[src/rtl/dmm_pkg.sv]
package dmm_pkg;

  localparam int MAX_ROWS  = 16;
  localparam int MAX_INNER = 16;
  localparam int MAX_COLS  = 16;

  localparam int DIM_W  = 4;
  localparam int SIZE_W = 5;
  localparam int ADDR_W = 2 * DIM_W;
  localparam int DEPTH  = 1 << ADDR_W;
  localparam int ELEM_W = 16;
  localparam int PROD_W = 2 * ELEM_W;
  localparam int ACC_W  = 40;
  localparam int RES_W  = 32;

  typedef enum logic [2:0] {
    OP_LD_A  = 3'd0,
    OP_LD_B  = 3'd1,
    OP_LD_G  = 3'd2,
    OP_RUN   = 3'd3,
    OP_RD_C  = 3'd4,
    OP_RD_DA = 3'd5,
    OP_RD_DB = 3'd6,
    OP_NONE  = 3'd7
  } op_e;

  typedef enum logic [1:0] {
    REG_MODE  = 2'd0,
    REG_ROWS  = 2'd1,
    REG_INNER = 2'd2,
    REG_COLS  = 2'd3
  } reg_e;

  typedef struct packed {
    logic mul_en;
    logic acc_en;
    logic acc_load;
  } mac_ctrl_t;

  // Clamped size minus one, as a loop bound.
  function automatic logic [DIM_W-1:0] size_last(input logic [SIZE_W-1:0] v,
                                                 input int max);
    logic [DIM_W-1:0] r;
    if (v == '0) begin
      r = '0;
    end else if (int'(v) > max) begin
      r = DIM_W'(max - 1);
    end else begin
      r = DIM_W'(v - SIZE_W'(1));
    end
    return r;
  endfunction

  function automatic logic [RES_W-1:0] sat_q16(input logic signed [ACC_W-1:0] v);
    logic [RES_W-1:0] r;
    if (v > ACC_W'(signed'({1'b0, {(RES_W-1){1'b1}}}))) begin
      r = {1'b0, {(RES_W-1){1'b1}}};
    end else if (v < -(ACC_W'(signed'({1'b0, {(RES_W-1){1'b1}}}))) - ACC_W'(1)) begin
      r = {1'b1, {(RES_W-1){1'b0}}};
    end else begin
      r = v[RES_W-1:0];
    end
    return r;
  endfunction

endpackage

[src/rtl/dmm_mac.sv]
module dmm_mac (
  input  logic                               clk_i,
  input  dmm_pkg::mac_ctrl_t                 ctrl_i,
  input  logic signed [dmm_pkg::ELEM_W-1:0]  opx_i,
  input  logic signed [dmm_pkg::ELEM_W-1:0]  opy_i,
  output logic signed [dmm_pkg::ACC_W-1:0]   acc_o
);
  import dmm_pkg::*;

  logic signed [PROD_W-1:0] prod_q;
  logic signed [ACC_W-1:0]  acc_q;
  logic signed [ACC_W-1:0]  prod_ext;

  assign prod_ext = ACC_W'(prod_q);

  // Multiply, then accumulate in the following cycle.
  always_ff @(posedge clk_i) begin
    if (ctrl_i.mul_en) begin
      prod_q <= opx_i * opy_i;
    end
    if (ctrl_i.acc_en) begin
      acc_q <= ctrl_i.acc_load ? prod_ext : acc_q + prod_ext;
    end
  end

  assign acc_o = acc_q;

endmodule

[config.mk]
export PLATFORM = sky130hd
export DESIGN_NAME = dmm_mac
export DESIGN_NICKNAME = d
export VERILOG_FILES = /design/src/rtl/dmm_pkg.sv /design/src/rtl/dmm_mac.sv
export SDC_FILE = /design/constraint.sdc
export NUM_CORES = 1
export LEC_CHECK = 0
export BUFFER_PORTS_ARGS = -buffer_cell sky130_fd_sc_hd__buf_2
export CORE_UTILIZATION = 30
export DETAILED_ROUTE_END_ITERATION = 10
export GPL_TIMING_DRIVEN = 0
export PLACE_DENSITY = 0.54
export RECOVER_POWER = 50
export SETUP_SLACK_MARGIN = 0.5
export SYNTH_ARGS = -nofsm -noshare
export SYNTH_HDL_FRONTEND = slang
export SYNTH_SLANG_ARGS = --single-unit
[constraint.sdc]
create_clock -name clk_i -period 14.2 [get_ports clk_i]
set_clock_uncertainty 0.2 [all_clocks]
set_input_delay 0.71 -clock clk_i [delete_from_list [all_inputs] [get_ports clk_i]]
set_output_delay 0.71 -clock clk_i [all_outputs]
set_load 0.01 [all_outputs]
; ---- Word level (Yosys, flattened, before mapping)
; Cells that the tools add are included.
[word_totals]
in_bits = 36
register_bits = 72
[classes]
n_mux = 1
n_addsub = 1
n_mul = 1
[op_table]
columns = op, n
row1 = adder 40 x 32 -> 40 bit, 1
row2 = two-way mux 40 bit, 1
row3 = multiplier 16 x 16 -> 32 bit, 1

; ---- Logic depth before layout (Yosys ltp)
[logic_depth]
ltp_word = 2
mapped_depth = 22

; ---- Worst setup path after synthesis
; OpenSTA, ideal clock, no wires.
[synth_path]
path_kind = input-to-reg
start = in opy_i[7] (netlist name)
end = reg prod_q[25], data pin
setup_ps = 259
required_ps = 13741
stages = 22
t_arrival_ps = 6004
slack_ps = 7736
path_cell_list = clkbuf_1 nand2_1 fa_1 inv_1 fa_1 inv_1 fa_1 inv_1 fa_1 fa_1 inv_1 fa_1 inv_1 ha_1 and3_1 a31o_1 a21oi_1 o31ai_2 a2111oi_2 nor2_1 a41oi_1 xnor2_1
[synth_via]
elab_chain_cells = 1
[synth_lines]
columns = element, line
row1 = from (decl), dmm_mac.sv:5  ; input logic signed [dmm_pkg::ELEM_W-1:0] opy_i,
row2 = multiplier 16 x 16 -> 32 bit, dmm_mac.sv:19  ; prod_q <= opx_i * opy_i;
row3 = to (signal assigned), dmm_mac.sv:19
row4 = to (decl), dmm_mac.sv:10  ; logic signed [PROD_W-1:0] prod_q;
; Every way passes these cells.
; A chain may end at the register's enable or synchronous reset.

; ---- Worst setup path after layout
[layout_path]
start = in opx_i[9] (netlist name)
end = reg prod_q[31], data pin
[layout_via]
elab_chain_cells = 1
[layout_lines]
columns = element, line
row1 = from (decl), dmm_mac.sv:4  ; input logic signed [dmm_pkg::ELEM_W-1:0] opx_i,
row2 = multiplier 16 x 16 -> 32 bit, dmm_mac.sv:19
; Every way passes these cells.

==> results.py <==
metrics = {
    "critical_path": {
        "path_cells": "buf_2, clkbuf_1, nand2_1, fa_1, fa_1, fa_1, inv_1, fa_1, fa_1, inv_1, fa_1, inv_1, ha_1, and3_1, nand2_1, o31ai_2, a21oi_1, o21ai_1, a31oi_1, o211ai_1",
        "slowest_stage": "clkbuf_1",
        "r2r-start": "acc_o[4]$_DFFE_PP_",
        "cp_common_cell": "fa_1",
        "start_kind": "primary input",
        "cpPeakStageDelay_ns": 0.55,
        "cp.required_ns": 14.11,
        "ff2ff_setup_slack_ns": 10.76,
        "cp_top_family": "adder cells",
        "timing.critical_path.buf_inv": 5,
        "path_max_fanout": 10,
        "cp.arrival_ns": 7.17,
        "end_kind": "register",
        "crit_type": "in -> reg",
        "critPathLaunch": "opx_i[9]",
    },
    "die": {
        "rows": 80,
        "die-area_um2": 49600,
        "start_util_pct": 30.5,
        "ios": 76,
        "die_y_um": 223,
        "core_um2": 47900,
        "fp.dieW_um": 223,
    },
    "status": {
        "violations": "capacitance limit, slew limit",
        "status": "finished, violations left",
    },
    "cts": {
        "htreeDepth": 3,
        "cts_tree": "yes",
        "cts-buffers-inserted": 9,
        "hold_buffers": 0,
        "clkSinkCount": 72,
        "cts_resized": 0,
        "worstSkewPairLatency_ns": 0.34,
        "clk_path_buf_depth": 2,
        "path_clk_slew_ns": 0.06,
        "clock-root-buffer": "clkbuf_16",
        "post_cts_buffers": 0,
    },
    "yosys": {
        "yosys_warnings": 0,
        "syn_inst": 1558,
        "synth-seq-cells": 72,
        "syn_avg_cell_area_um2": 9.39,
        "yosysSeqAreaShare_pct": 14.8,
        "synth_fp_nets": 1978,
        "yosysMostFrequentCell": "inv_1",
        "synth-main-ff-cell": "edfxtp_1",
        "synth-edff-count": 72,
        "synth_area_um2": 14600,
        "yosysTopAreaCellShare_pct": 36.0,
        "yosysTopAreaCell": "fa_1",
        "synthArstFlopShare_pct": 0,
        "synthTopCellsByArea": "fa_1, edfxtp_1, ha_1",
        "synth_cell_types": 70,
        "synthTopCellsByCount": "inv_1, fa_1, nand2_1",
    },
    "grt": {
        "grt-ovfl-total": 0,
        "antenna_found_initial": 2,
        "grt_usage_pct": 15.8,
        "grt_pass1_wl_um": 62100,
        "grt_pass1_vias": 11400,
        "grt_max_degree": 41,
    },
    "detailed_routing": {
        "wl_um": 38300,
        "drc": 0,
        "drtAntennaViolNets": 0,
        "dr.first_iter.drc_count": 561,
        "vias": 10900,
        "vias_per_cell": 4.81,
        "wl_per_cell_um": 16.9,
        "firstDrtPassIters": 5,
    },
    "sta": {
        "tns_ns": 0,
        "hold_viol": 0,
        "slew_viol_final": 74,
        "slew_headroom_pct": -62.2,
        "rsz0062_at_grt": "false",
        "setup_viol": 0,
        "worst_pin_slew_ns": 2.43,
        "finalCritPeriodShare_pct": 51.1,
        "fin_crit_ns": 7.26,
        "timing.fmax_mhz": 138,
    },
    "finish": {
        "stdcell_area_um2": 16000,
        "n_antenna_cell": 0,
        "area_growth_pct": 9.63,
        "nets": 2064,
        "layout-drive-gt1-share_pct": 5.46,
    },
    "place": {
        "place.gp.congestion": 0.896,
        "dpl_cell_area_um2": 15800,
        "place.port_buffers": 75,
        "detailed_place_hpwl_um": 32400,
    },
    "job": {
        "cap_violations": 2,
    },
    "min_path": {
        "min_from": "prod_q[5]$_DFFE_PP_",
        "min_path_type": "reg -> reg",
    },
}
-- worst reg2reg max path, delay by kind of cell, from the launching register on --
family / cells / cell delay, ns
adders and majority gates: 1 / 0.39
DFF: 1 / 0.41
AOI/OAI and AO/OA: 8 / 2.25
-- path summary, 6_finish.rpt --
| kind | end | cells past startpoint |
|---|---|---|
| worst min-delay path | acc_o[5]$_DFFE_PP_ | 2 |
| worst max register to register | acc_o[37]$_DFFE_PP_ | 9 |
| worst max-delay path | prod_q[31]$_DFFE_PP_ | 20 |
| worst min register to register | acc_o[5]$_DFFE_PP_ | 2 |
-- flip-flops by register name, summed over array words and instances, names as in the netlist --
register	cells
acc_o	40
prod_q	32
-- cell type report --
| type | count | area [um2] |
|---|---|---|
| well taps | 615 | 769 |
| fillers | 4978 | 31900 |
| clock inverters | 6 | 60.1 |
| multi-input cells | 1125 | 11100 |
| inverters | 306 | 1150 |
| plain buffers | 55 | 208 |
| flip-flops and latches | 72 | 2160 |
| clock buffers | 10 | 229 |
| repair buffers | 75 | 349 |
-- cell families (layout without fill, tap and decap cells) --
logic type                 count (synthesis)  count (layout)  share of synthesized area (%)
AOI/OAI and AO/OA                        243             243                           10.7
xor gates and xnor gates                  64              64                           3.83
adders and majority gates                384             384                           46.4
buffers and inverters                    361             452                           9.27
DFF                                       72              72                           14.8
muxes                                      4               4                          0.299
and+or+nand+nor                          430             430                           14.7
-- cell usage in the layout, fill, tap and decap left out, drive strengths merged, types with 10 or more instances in the layout --
cell    synthesis  layout
and2          130     130
clkbuf         53      84
ha            121     121
nand2         172     172
buf             2      56
nand2b         13      13
nand3          16      16
a21o           25      25
inv           306     306
fa            263     263
nor3           10      10
nor2           43      43
a21oi          64      64
xor2           15      15
a211oi         10      10
xnor2          49      49
nand4          11      11
edfxtp         72      72
o21ai          72      72
o21a           10      10
-- layer usage --
| layer | track usage (%) | part of all wire, % | vias up |
|---|---|---|---|
| met1 | 23.6 | 50 | 5473 |
| met4 | 3.20 | 1.2 | 0 |
| li1 | - | - | 5131 |
| met3 | 1.31 | 4.0 | 25 |
| met5 | 0 | 0 | - |
| met2 | 25.1 | 45 | 259 |
-- through the flow --
step | std cells | worst slack [ns] | hold WS, ns | util [%]
3_5_place_dp | 2248 | 6.45 | 0.371 | 32.9
3_3_place_gp | 2248 | 6.56 | 0.359 | 32.9
2_1_floorplan | 1558 | 7.74 | 0.328 | -
4_1_cts | 2264 | 6.83 | 0.385 | 33.5
5_1_grt | 2264 | 6.53 | 0.411 | 33.4
6_report | 2264 | 6.94 | 0.378 | 33.4
Power is not shown: default switching activity piles up to over one toggle a cycle in this logic, so the estimate is an artifact.
